--- config.mk ---
export PLATFORM = sky130hd
export DESIGN_NAME = iisck_seq
export DESIGN_NICKNAME = d
export VERILOG_FILES = /design/src/rtl/iisck_pkg.sv /design/src/rtl/iisck_seq.sv
export SDC_FILE = /design/constraint.sdc
export NUM_CORES = 1
export LEC_CHECK = 0
export BUFFER_PORTS_ARGS = -buffer_cell sky130_fd_sc_hd__buf_2
export CAP_MARGIN = 20
export CORE_UTILIZATION = 52
export CTS_CLUSTER_DIAMETER = 150
export CTS_CLUSTER_SIZE = 16
export DETAILED_ROUTE_END_ITERATION = 10
export GPL_ROUTABILITY_DRIVEN = 0
export PLACE_DENSITY_LB_ADDON = 0.25
export SLEW_MARGIN = 30
export SYNTH_ARGS = -nofsm -noshare
export SYNTH_HDL_FRONTEND = slang
export SYNTH_SLANG_ARGS = --single-unit
--- constraint.sdc ---
create_clock -name clk -period 6.4 [get_ports clk]
set_input_delay 1.28 -clock clk [delete_from_list [all_inputs] [get_ports clk]]
set_output_delay 1.28 -clock clk [all_outputs]
set_load 0.05 [all_outputs]
--- src/rtl/iisck_pkg.sv ---
// ----------------------------------------------------------------------------
// iisck_pkg: shared constants, types and microcode for the index sorter
// Sizes of the record store, widths of the key fields, the control word and
// status bundle between sequencer and datapath, and the microcode table.
// ----------------------------------------------------------------------------
`default_nettype none

package iisck_pkg;

  // store sizes
  localparam int MAX_RECORDS = 64;
  localparam int NAME_WORDS  = 7;

  // fixed field widths
  localparam int GRADE_W  = 8;
  localparam int SPEC_W   = 3;
  localparam int WORD_W   = 64;
  localparam int IN_WORDS = 7;
  localparam int RECNUM_W = 6;

  // derived widths
  localparam int REC_W    = $clog2(MAX_RECORDS);
  localparam int CNT_W    = $clog2(MAX_RECORDS + 1);
  localparam int WI_W     = $clog2(NAME_WORDS + 1);
  localparam int NW_IDX_W = (NAME_WORDS > 1) ? $clog2(NAME_WORDS) : 1;
  localparam int NA_DEPTH = MAX_RECORDS * NAME_WORDS;
  localparam int NA_W     = (NA_DEPTH > 1) ? $clog2(NA_DEPTH) : 1;
  localparam int KEY_W    = GRADE_W + SPEC_W;

  // sequencer widths
  localparam int PC_W   = 5;
  localparam int COND_W = 4;

  // microcode step addresses
  localparam logic [PC_W-1:0] S_IDLE    = PC_W'(0);
  localparam logic [PC_W-1:0] S_FULL    = PC_W'(1);
  localparam logic [PC_W-1:0] S_WNAME   = PC_W'(2);
  localparam logic [PC_W-1:0] S_TEST    = PC_W'(3);
  localparam logic [PC_W-1:0] S_RD      = PC_W'(4);
  localparam logic [PC_W-1:0] S_KEYRD   = PC_W'(5);
  localparam logic [PC_W-1:0] S_KEYCMP  = PC_W'(6);
  localparam logic [PC_W-1:0] S_NAMECMP = PC_W'(7);
  localparam logic [PC_W-1:0] S_NEXTW   = PC_W'(8);
  localparam logic [PC_W-1:0] S_NREAD   = PC_W'(9);
  localparam logic [PC_W-1:0] S_DECIDE  = PC_W'(10);
  localparam logic [PC_W-1:0] S_SHIFT   = PC_W'(11);
  localparam logic [PC_W-1:0] S_PLACE   = PC_W'(12);
  localparam logic [PC_W-1:0] S_LAST    = PC_W'(13);
  localparam logic [PC_W-1:0] S_ORD     = PC_W'(14);
  localparam logic [PC_W-1:0] S_EMIT    = PC_W'(15);
  localparam logic [PC_W-1:0] S_NEXTK   = PC_W'(16);
  localparam logic [PC_W-1:0] S_CLEAR   = PC_W'(17);

  // jump conditions
  localparam logic [COND_W-1:0] C_NEVER     = COND_W'(0);
  localparam logic [COND_W-1:0] C_ALWAYS    = COND_W'(1);
  localparam logic [COND_W-1:0] C_NO_IN     = COND_W'(2);
  localparam logic [COND_W-1:0] C_FULL      = COND_W'(3);
  localparam logic [COND_W-1:0] C_W_MORE    = COND_W'(4);
  localparam logic [COND_W-1:0] C_J_ZERO    = COND_W'(5);
  localparam logic [COND_W-1:0] C_KEY_NE    = COND_W'(6);
  localparam logic [COND_W-1:0] C_WORD_NE   = COND_W'(7);
  localparam logic [COND_W-1:0] C_W_LAST    = COND_W'(8);
  localparam logic [COND_W-1:0] C_NOT_AFTER = COND_W'(9);
  localparam logic [COND_W-1:0] C_NOT_LAST  = COND_W'(10);
  localparam logic [COND_W-1:0] C_OUT_BUSY  = COND_W'(11);
  localparam logic [COND_W-1:0] C_K_MORE    = COND_W'(12);

  // one control word
  typedef struct packed {
    logic              in_rdy;    // input request may be taken
    logic              ld_in;     // capture the new record
    logic              st_wr;     // write key and one name word at slot n
    logic              ord_rd_j;  // read order table at j-1
    logic              ld_rec;    // latch record number, restart word index
    logic              key_rd;    // read stored grade and specialty
    logic              name_rd;   // read stored name word
    logic              set_key;   // decide from grade and specialty
    logic              set_word;  // decide from current name word
    logic              wi_inc;    // advance word index
    logic              shift;     // order[j] <= rec, j--
    logic              place;     // order[j] <= n, n++
    logic              k_clr;     // start output walk
    logic              ord_rd_k;  // read order table at k
    logic              emit;      // load result register, k++
    logic              n_clr;     // empty the set
    logic [COND_W-1:0] cond;
    logic [PC_W-1:0]   target;
  } iisck_ctrl_t;

  // datapath status for jump conditions
  typedef struct packed {
    logic in_fire;
    logic full;
    logic w_last;
    logic j_zero;
    logic key_ne;
    logic word_ne;
    logic after;
    logic last;
    logic out_busy;
    logic k_more;
  } iisck_stat_t;

  // microcode table
  function automatic iisck_ctrl_t ucode(input logic [PC_W-1:0] pc);
    iisck_ctrl_t c;
    c = '0;
    unique case (pc)
      S_IDLE: begin
        c.in_rdy = 1'b1;
        c.ld_in  = 1'b1;
        c.cond   = C_NO_IN;
        c.target = S_IDLE;
      end
      S_FULL: begin
        c.cond   = C_FULL;
        c.target = S_LAST;
      end
      S_WNAME: begin
        c.st_wr  = 1'b1;
        c.wi_inc = 1'b1;
        c.cond   = C_W_MORE;
        c.target = S_WNAME;
      end
      S_TEST: begin
        c.ord_rd_j = 1'b1;
        c.cond     = C_J_ZERO;
        c.target   = S_PLACE;
      end
      S_RD: begin
        c.ld_rec = 1'b1;
      end
      S_KEYRD: begin
        c.key_rd  = 1'b1;
        c.name_rd = 1'b1;
      end
      S_KEYCMP: begin
        c.set_key = 1'b1;
        c.cond    = C_KEY_NE;
        c.target  = S_DECIDE;
      end
      S_NAMECMP: begin
        c.set_word = 1'b1;
        c.cond     = C_WORD_NE;
        c.target   = S_DECIDE;
      end
      S_NEXTW: begin
        c.wi_inc = 1'b1;
        c.cond   = C_W_LAST;
        c.target = S_DECIDE;
      end
      S_NREAD: begin
        c.name_rd = 1'b1;
        c.cond    = C_ALWAYS;
        c.target  = S_NAMECMP;
      end
      S_DECIDE: begin
        c.cond   = C_NOT_AFTER;
        c.target = S_PLACE;
      end
      S_SHIFT: begin
        c.shift  = 1'b1;
        c.cond   = C_ALWAYS;
        c.target = S_TEST;
      end
      S_PLACE: begin
        c.place = 1'b1;
      end
      S_LAST: begin
        c.k_clr  = 1'b1;
        c.cond   = C_NOT_LAST;
        c.target = S_IDLE;
      end
      S_ORD: begin
        c.ord_rd_k = 1'b1;
      end
      S_EMIT: begin
        c.emit   = 1'b1;
        c.cond   = C_OUT_BUSY;
        c.target = S_EMIT;
      end
      S_NEXTK: begin
        c.cond   = C_K_MORE;
        c.target = S_ORD;
      end
      S_CLEAR: begin
        c.n_clr  = 1'b1;
        c.cond   = C_ALWAYS;
        c.target = S_IDLE;
      end
      default: begin
        c.cond   = C_ALWAYS;
        c.target = S_IDLE;
      end
    endcase
    return c;
  endfunction

endpackage

`default_nettype wire

--- src/rtl/iisck_seq.sv ---
// ----------------------------------------------------------------------------
// iisck_seq: microcode sequencer of the index sorter
// Step counter over the microcode table, with conditional jumps taken on
// datapath status.
// ----------------------------------------------------------------------------
`default_nettype none

module iisck_seq (
  input  wire logic                  clk,
  input  wire logic                  rst_n,
  input  wire iisck_pkg::iisck_stat_t stat,
  output iisck_pkg::iisck_ctrl_t      ctrl
);
  import iisck_pkg::*;

  logic [PC_W-1:0] pc_r;
  logic [PC_W-1:0] pc_nxt;
  iisck_ctrl_t     word;
  logic            take;

  // fetch control word
  assign word = ucode(pc_r);
  assign ctrl = word;

  // jump condition select
  always_comb begin
    case (word.cond)
      C_NEVER:     take = 1'b0;
      C_ALWAYS:    take = 1'b1;
      C_NO_IN:     take = !stat.in_fire;
      C_FULL:      take = stat.full;
      C_W_MORE:    take = !stat.w_last;
      C_J_ZERO:    take = stat.j_zero;
      C_KEY_NE:    take = stat.key_ne;
      C_WORD_NE:   take = stat.word_ne;
      C_W_LAST:    take = stat.w_last;
      C_NOT_AFTER: take = !stat.after;
      C_NOT_LAST:  take = !stat.last;
      C_OUT_BUSY:  take = stat.out_busy;
      C_K_MORE:    take = stat.k_more;
      default:     take = 1'b0;
    endcase
  end

  // next step
  assign pc_nxt = take ? word.target : pc_r + PC_W'(1);

  always_ff @(posedge clk) begin
    if (!rst_n) begin
      pc_r <= S_IDLE;
    end else begin
      pc_r <= pc_nxt;
    end
  end

endmodule

`default_nettype wire

==> results of run 1 <==
synth_stat cells, types with 2 or more instances:
cell / instances / area, um2
sky130_fd_sc_hd__clkbuf_1: 2 / 7.51
sky130_fd_sc_hd__dfxtp_1: 5 / 100
sky130_fd_sc_hd__buf_2: 3 / 15.0
sky130_fd_sc_hd__buf_4: 3 / 22.5
sky130_fd_sc_hd__mux2i_1: 5 / 50.1
sky130_fd_sc_hd__nand2b_1: 2 / 12.5
sky130_fd_sc_hd__nor2_1: 17 / 63.8
sky130_fd_sc_hd__xnor2_1: 2 / 17.5
sky130_fd_sc_hd__nor2b_1: 3 / 18.8
sky130_fd_sc_hd__ha_1: 5 / 62.6
sky130_fd_sc_hd__inv_1: 7 / 26.3
sky130_fd_sc_hd__a22oi_1: 2 / 15.0
sky130_fd_sc_hd__a31oi_1: 4 / 25.0
sky130_fd_sc_hd__o21ai_0: 5 / 25.0
sky130_fd_sc_hd__and2_1: 3 / 18.8
sky130_fd_sc_hd__and3_1: 4 / 25.0
sky130_fd_sc_hd__or2_2: 2 / 12.5
sky130_fd_sc_hd__o21a_1: 2 / 15.0
sky130_fd_sc_hd__nand3_1: 2 / 10.0
sky130_fd_sc_hd__nor3_1: 4 / 20.0
sky130_fd_sc_hd__a211oi_2: 2 / 25.0
sky130_fd_sc_hd__a21oi_1: 4 / 20.0
sky130_fd_sc_hd__nor3b_1: 3 / 22.5
sky130_fd_sc_hd__nand2_1: 16 / 60.1
report_power, final:
part           leakage [nW]  switching [W]  internal, W
Sequential           0.0409      0.0000181    0.0000384
Combinational         0.485       0.000321     0.000155
Clock                0.0177      0.0000137    0.0000226
kinds of logic (layout without fill, tap and decap cells):
logic type / count (synthesis) / in the layout / synth area share [%]
other: 1 / 1 / 0.394
muxes: 5 / 5 / 5.26
and+or+nand+nor: 66 / 66 / 37.1
buffers and inverters: 17 / 46 / 9.08
AOI/OAI and AO/OA: 31 / 31 / 29.2
adders and majority gates: 5 / 5 / 6.58
DFF: 5 / 5 / 10.5
xor gates and xnor gates: 2 / 2 / 1.84
layout make-up:
class	instances	area, um2	area share (%)
Inverter	7	26.3	2.34
Timing Repair Buffer	35	175	15.6
Clock buffer	3	22.5	2.00
Multi-Input combinational cell	110	764	68.0
Tap cell	25	31.3	2.78
Clock inverter	1	5.00	0.445
Sequential cell	5	100	8.90
tightest hold or removal path: stages, from the launching register on:
cell	delay [ns]
sky130_fd_sc_hd__dfxtp_1	0.37
sky130_fd_sc_hd__inv_1	0.09
sky130_fd_sc_hd__nand2_1	0.06
sky130_fd_sc_hd__mux2i_1	0.06
worst max-delay path by stage:
stage	start	to	slack (ns)	cells past startpoint
CTS	pc_r[3]	ctrl[6]	2.76	6
global route	pc_r[3]	ctrl[6]	2.50	6
finish	pc_r[3]	ctrl[6]	2.74	6
global placement	pc_r[3]	ctrl[6]	3.09	6
floorplan	pc_r[2]	ctrl[0]	2.77	6
detailed placement	pc_r[3]	ctrl[6]	3.03	6
stage by stage:
stage	total power (W)	utilization (%)	instances	hold slack, ns
global placement	0.000525	63.6	182	0.605
global route	0.000607	65.1	186	0.694
floorplan	0.000462	-	132	0.576
finish	0.000569	65.1	186	0.633
detailed placement	0.000531	63.6	182	0.629
CTS	0.000570	65.1	186	0.637
routing by layer:
metal  track usage (%)  part of all wire, %  vias to the layer above
li1                  -                    -                      520
met1              31.4                   45                      480
met2              43.2                   49                       39
met3              2.40                  5.5                        0
met4              6.06                    0                        0
met5                 0                    0                        -
==> qor_table.md, run 1 <==
| Stage | Item | Reported |
|---|---|---|
| outcome | Status | complete, no violations |
| floorplanning | Core Box Area | 0.00173 mm2 |
| hold path | Hold Path Sink | pc_r[0] |
| timing | Count of final hold-check violations | 0 |
| timing | Final setup TNS | 0 ns |
| cells and area | Number of filler instances in the final layout | 175 |
| cells and area | Antenna cell count | 0 |
| cts | Post-CTS Setup Bufs | 0 |
| grt | Pin count of the biggest net entering global routing | 25 |
| yosys | Post-synthesis register bit count | 5 |
| grt | Total congestion overflow | 0 |
| worst setup path | Slowest stage cell, crit path | sky130_fd_sc_hd__dfxtp_1 |
| worst setup path | Worst R2R Setup Slack | 3.66 ns |
| cells and area | Register with the highest flop count | pc_r |
| timing | Clock skew | 0.00573 ns |
| cts | Worst-case clock buffer depth | 2 |
| grt | Total global-route track usage | 24.3% |
| yosys | Warning count from the yosys run | 0 |
| floorplanning | Die Y-Extent | 44.8 um |
| yosys | Share of flip-flops with an asynchronous set or reset after synthesis | 0% |
| worst setup path | Critical path data required time | 5.12 ns |
| worst setup path | Stage delay of the slowest cell on the critical path | 0.79 ns |
| floorplanning | Row count | 15 |
| hold path | Hold Path Cell Cnt | 3 |
| cts | Clock Root Buffer | sky130_fd_sc_hd__clkbuf_4 |
| floorplanning | Initial Util | 55.1% |
| cells and area | Largest registers | pc_r: 5 flops |
| route | Number of remaining DRC errors | 0 |
| timing | Setup ws final | 2.74 ns |
| yosys | Most instantiated flip-flop cell in the synthesis netlist | sky130_fd_sc_hd__dfxtp_1 |
| cts | TritonCTS clock tree | done |
| cells and area | Final #Nets | 179 |
| route | Initial drt markers | 34 |
| yosys | Sequential-to-total area share from yosys stat | 10.5% |
| grt | Number of global-route vias before repair | 851 |
| place | Post-detailed-placement half-perimeter wirelength | 1.82 mm |
| worst setup path | Data arrival time at the worst-slack endpoint | 2.38 ns |
| power and ir drop | Leak | 0.543 nW |
| cts | Number of clock sinks | 5 |
| yosys | Gate count after technology mapping | 132 |
| yosys | Post-Synthesis Net Count | 149 |
| route | Remaining antenna violation count | 0 |
| cts | Post-CTS Hold Buffers | 0 |
| timing | Worst slew margin relative to its limit | 50.8% |
| grt | First-pass GRT wire length | 3.64 mm |
| cts | Depth of the CTS H-tree | 1 |
| timing | Setup repair after global routing missed its margin | no |
| cells and area | Flip-flop count of the largest register, all copies and words added | 5 |
| timing | Final Slew Violations | 0 |
| place | Pre-CTS WS | 3.03 ns |
| power and ir drop | IR Drop Worst-Case VDD | 362 uV |
| timing | Setup violation total in the final timing report | 0 |
| floorplanning | Number of placed I/O pins | 37 |
| yosys | Synth Cell Area | 951 um2 |
| worst setup path | Critical Path End Type | output port |
| cells and area | Most common cell after layout, fill and taps aside | sky130_fd_sc_hd__buf_2 |
| timing | Part of the cycle the worst path needs | 57.1% |
| route | Sum of routed wire length over all layers | 2.34 mm |
| place | Count of buffers inserted at the top-level ports | 35 |
| worst setup path | FF-to-FF Start | pc_r[3] |
| worst setup path | Kind of critical path | reg2out |
| worst setup path | Largest driver fanout on the critical path | 24 |
| cts | Clock transition at the registers of the reported paths | 0.05 ns |
| worst setup path | Top delay family on crit path | flip-flops |
| flow run | Number of violations of the max-capacitance limit | 0 |
| floorplanning | Die area | 0.00200 mm2 |
| cells and area | Area of all placed cells without fillers | 0.00112 mm2 |
| route | Routed length per instance | 12.6 um |
| timing | Final period demand of the worst path | 3.66 ns |
| cts | Number of instances resized during post-cts repair | 0 |
| worst setup path | Capture instance of the worst register-to-register path | pc_r[0] |
| timing | Maximum achievable frequency | 0.273 GHz |
| cells and area | Area growth, synth to finish | 18.3% |
| cells and area | Layout cells sized above 1 | 32.9% |
| floorplanning | Die extent in x | 44.8 um |
| route | Via count | 1039 |
| worst setup path | Worst-case reg-to-reg path depth | 8 |
| cells and area | Commonest non-fill, non-tap cells in the layout | 35 x sky130_fd_sc_hd__buf_2, 17 x sky130_fd_sc_hd__nor2_1, 16 x sky130_fd_sc_hd__nand2_1 |
| power and ir drop | Pwr per Cell Area | 506 mW/mm2 |
| hold path | Hold wc startpoint | pc_r[0] |
| yosys | Number of enable flip-flop cells after synthesis | 0 |
| timing | Worst-margin pin slew | 0.738 ns |
| place | Post-place instance area | 0.00110 mm2 |
| grt | Number of antenna violations at the first check in global routing | 0 |
| worst setup path | Worst path bufs/invs | 1 |
| route | Via count normalized by instance count | 5.59 |
| worst setup path | CP Launch Type | register |
| cts | Number of buffers created by CTS | 3 |
| yosys | Average cell area after synthesis | 7.20 um2 |
| route | Drt first pass iters | 4 |
| cts | Clock latency of the later-clocked register in the worst-skew pair | 0.24 ns |
| hold path | Worst Hold Class | reg2reg |
| yosys | Cell variety after synth | 49 |
| worst setup path | Cells along the critical path | and3_1, ha_1, a31oi_1, o21ai_1, and2b_4, buf_2 |
Note: power is estimated with default switching activity, not from simulation.
==> inputs of run 2 (changes only) <==
--- a/config.mk
+++ b/config.mk
@@ -7,7 +7,7 @@
 export LEC_CHECK = 0
 export BUFFER_PORTS_ARGS = -buffer_cell sky130_fd_sc_hd__buf_2
 export CAP_MARGIN = 20
-export CORE_UTILIZATION = 52
+export CORE_UTILIZATION = 44
 export CTS_CLUSTER_DIAMETER = 150
 export CTS_CLUSTER_SIZE = 16
 export DETAILED_ROUTE_END_ITERATION = 10
==> constraint.sdc (replaced) <==
create_clock -name clk -period 3 [get_ports clk]
set_input_delay 0.6 -clock clk [delete_from_list [all_inputs] [get_ports clk]]
set_output_delay 0.6 -clock clk [all_outputs]
set_load 0.05 [all_outputs]
==> run 2 against run 1 <==
  * Flip-flop and latch count stayed put
  * Design area grew 3.7%
  * Die area increased by 17%
  * Sequential power up 100%
  * Largest power group unchanged
  * Highest routed layer is now met4
==> qor_table.md, run 2 (same netlist as run 1, synthesis figures left out) <==
| Stage | Item | Reported |
|---|---|---|
| timing | Worst-margin pin slew | 0.558 ns |
| worst setup path | CP Launch Type | register |
| cells and area | Largest registers | pc_r: 5 flops |
| route | Routed length per instance | 13.6 um |
| grt | Global routing met2 resource utilization | 35.9% |
| worst setup path | Worst path bufs/invs | 2 |
| cts | Clock transition at the registers of the reported paths | 0.04 ns |
| timing | Setup repair after global routing missed its margin | no |
| floorplanning | Initial Util | 47.5% |
| cts | Number of clock sinks | 5 |
| worst setup path | Kind of critical path | reg2out |
| cells and area | Layout cells sized above 1 | 35.8% |
| cts | Depth of the CTS H-tree | 1 |
| grt | Total global-route track usage | 23.0% |
| timing | Worst slew margin relative to its limit | 62.7% |
| worst setup path | Critical Path End Type | output port |
| floorplanning | Number of placed I/O pins | 37 |
| place | Post-detailed-placement half-perimeter wirelength | 1.98 mm |
| timing | Setup violation total in the final timing report | 0 |
| timing | Maximum achievable frequency | 0.348 GHz |
| cells and area | Commonest non-fill, non-tap cells in the layout | 35 x sky130_fd_sc_hd__buf_2, 17 x sky130_fd_sc_hd__nor2_1, 16 x sky130_fd_sc_hd__nand2_1 |
| timing | Final period demand of the worst path | 2.87 ns |
| floorplanning | Core Box Area | 0.00200 mm2 |
| timing | Worst hold slack across all endpoints | 0.639 ns |
| worst setup path | Slowest stage cell, crit path | sky130_fd_sc_hd__or3_4 |
| worst setup path | Top delay family on crit path | compound AO/OA/AOI/OAI gates |
| timing | Count of final hold-check violations | 0 |
| route | Sum of routed wire length over all layers | 2.62 mm |
| place | Count of buffers inserted at the top-level ports | 35 |
| floorplanning | Die extent in x | 48.5 um |
| grt | Pin count of the biggest net entering global routing | 19 |
| cts | Post-CTS Hold Buffers | 0 |
| floorplanning | Die area | 0.00235 mm2 |
| grt | Number of global-route vias before repair | 947 |
| route | Via count normalized by instance count | 5.50 |
| route | Remaining antenna violation count | 0 |
| cts | Worst-case clock buffer depth | 2 |
| timing | Clock skew | 0.00136 ns |
| grt | Met3 Use GR | 3.14% |
| power and ir drop | Pwr per Cell Area | 1070 mW/mm2 |
| cts | Number of instances resized during post-cts repair | 0 |
| route | Via count | 1056 |
| cells and area | Flip-flop count of the largest register, all copies and words added | 5 |
| timing | Part of the cycle the worst path needs | 95.8% |
| route | Drt first pass iters | 4 |
| grt | Global routing met1 resource utilization | 32.1% |
| cells and area | Most common cell after layout, fill and taps aside | sky130_fd_sc_hd__buf_2 |
| hold path | Worst Hold Class | reg2reg |
| cts | Number of buffers created by CTS | 3 |
| outcome | Status | complete, no violations |
| worst setup path | Critical path data required time | 2.40 ns |
| route | Number of remaining DRC errors | 0 |
| floorplanning | Die Y-Extent | 48.5 um |
| grt | GR peak layer | met2 |
| cts | Clock Root Buffer | sky130_fd_sc_hd__clkbuf_4 |
| cells and area | Area growth, synth to finish | 22.6% |
| cts | Clock latency of the later-clocked register in the worst-skew pair | 0.24 ns |
| cells and area | Final #Nets | 183 |
| floorplanning | Row count | 16 |
| cells and area | Antenna cell count | 0 |
| worst setup path | Largest driver fanout on the critical path | 8 |
| cells and area | Register with the highest flop count | pc_r |
| route | Initial drt markers | 25 |
| cts | TritonCTS clock tree | done |
| grt | Total congestion overflow | 0 |
| worst setup path | Stage delay of the slowest cell on the critical path | 0.42 ns |
| worst setup path | Cells along the critical path | inv_1, ha_1, or3_4, a311o_4, o21bai_4, buf_2 |
| power and ir drop | IR Drop Worst-Case VDD | 761 uV |
| power and ir drop | Leak | 0.565 nW |
| worst setup path | Data arrival time at the worst-slack endpoint | 2.27 ns |
| flow run | Number of violations of the max-capacitance limit | 0 |
| grt | First-pass GRT wire length | 4.33 mm |
| cts | Post-CTS Setup Bufs | 0 |
| timing | Final setup TNS | 0 ns |
| grt | Number of antenna violations at the first check in global routing | 0 |
| timing | Final Slew Violations | 0 |
-- run 2: changes by cell type in the layout (fill, tap and decap cells not counted) --
cell and delta:
sky130_fd_sc_hd__dfxtp_2 +1, sky130_fd_sc_hd__nor3b_1 -1, sky130_fd_sc_hd__o21ai_2 +1, sky130_fd_sc_hd__dfxtp_1 -1, sky130_fd_sc_hd__buf_4 +4, sky130_fd_sc_hd__clkinv_2 -1, sky130_fd_sc_hd__clkbuf_1 +1, sky130_fd_sc_hd__nor3b_2 +1
sky130_fd_sc_hd__o21ai_1 -1
-- run 2: final cells by class --
| cell class | count | area, um2 |
|---|---|---|
| multi-input cells | 110 | 773 |
| clock buffers | 4 | 26.3 |
| fillers | 196 | 836 |
| well taps | 27 | 33.8 |
| repair buffers | 39 | 205 |
| flip-flops and latches | 5 | 101 |
| inverters | 7 | 26.3 |
-- run 2: path summary, 6_finish.rpt --
path,startpoint,endpoint,slack [ns],depth (start not counted)
setup / recovery,pc_r[0],ctrl[5],0.13,6
hold / removal,pc_r[0],pc_r[0],0.64,3
setup reg to reg,pc_r[0],pc_r[3],0.33,9
hold reg to reg,pc_r[0],pc_r[0],0.64,3
-- run 2: worst reg2reg max path, delay by kind of cell (launching register included) --
| kind | cells | cell delay, ns |
|---|---|---|
| simple gates | 2 | 0.44 |
| compound gates | 4 | 0.95 |
| mux | 1 | 0.23 |
| flops | 1 | 0.37 |
| fa+ha+maj | 2 | 0.61 |
-- run 2: power by group --
group	total, W	leakage (nW)	switching, W	internal (W)
Sequential	0.000114	0.0414	0.0000314	0.0000827
Clock	0.0000779	0.0150	0.0000276	0.0000503
Combinational	0.00106	0.509	0.000710	0.000348
Total	0.00125	0.565	0.000769	0.000481
-- run 2: per-stage QoR --
stage	power (W)	cell area, um2	utilization, %	setup WS (ns)	std cells
after floorplan	0.000985	951	-	0.0189	132
after global placement	0.00114	1130	56.4	0.412	188
after detailed placement	0.00115	1130	56.4	0.365	188
after CTS	0.00124	1160	57.8	0.0928	192
after global routing	0.00134	1170	58.3	0.0356	192
final	0.00125	1170	58.3	0.126	192
-- run 2: metal layers --
layer  share of wire, %  wire length [um]
met3                6.7               174
met2                 46              1190
met1                 47              1240
met4               0.38                10
met5                  0                 0
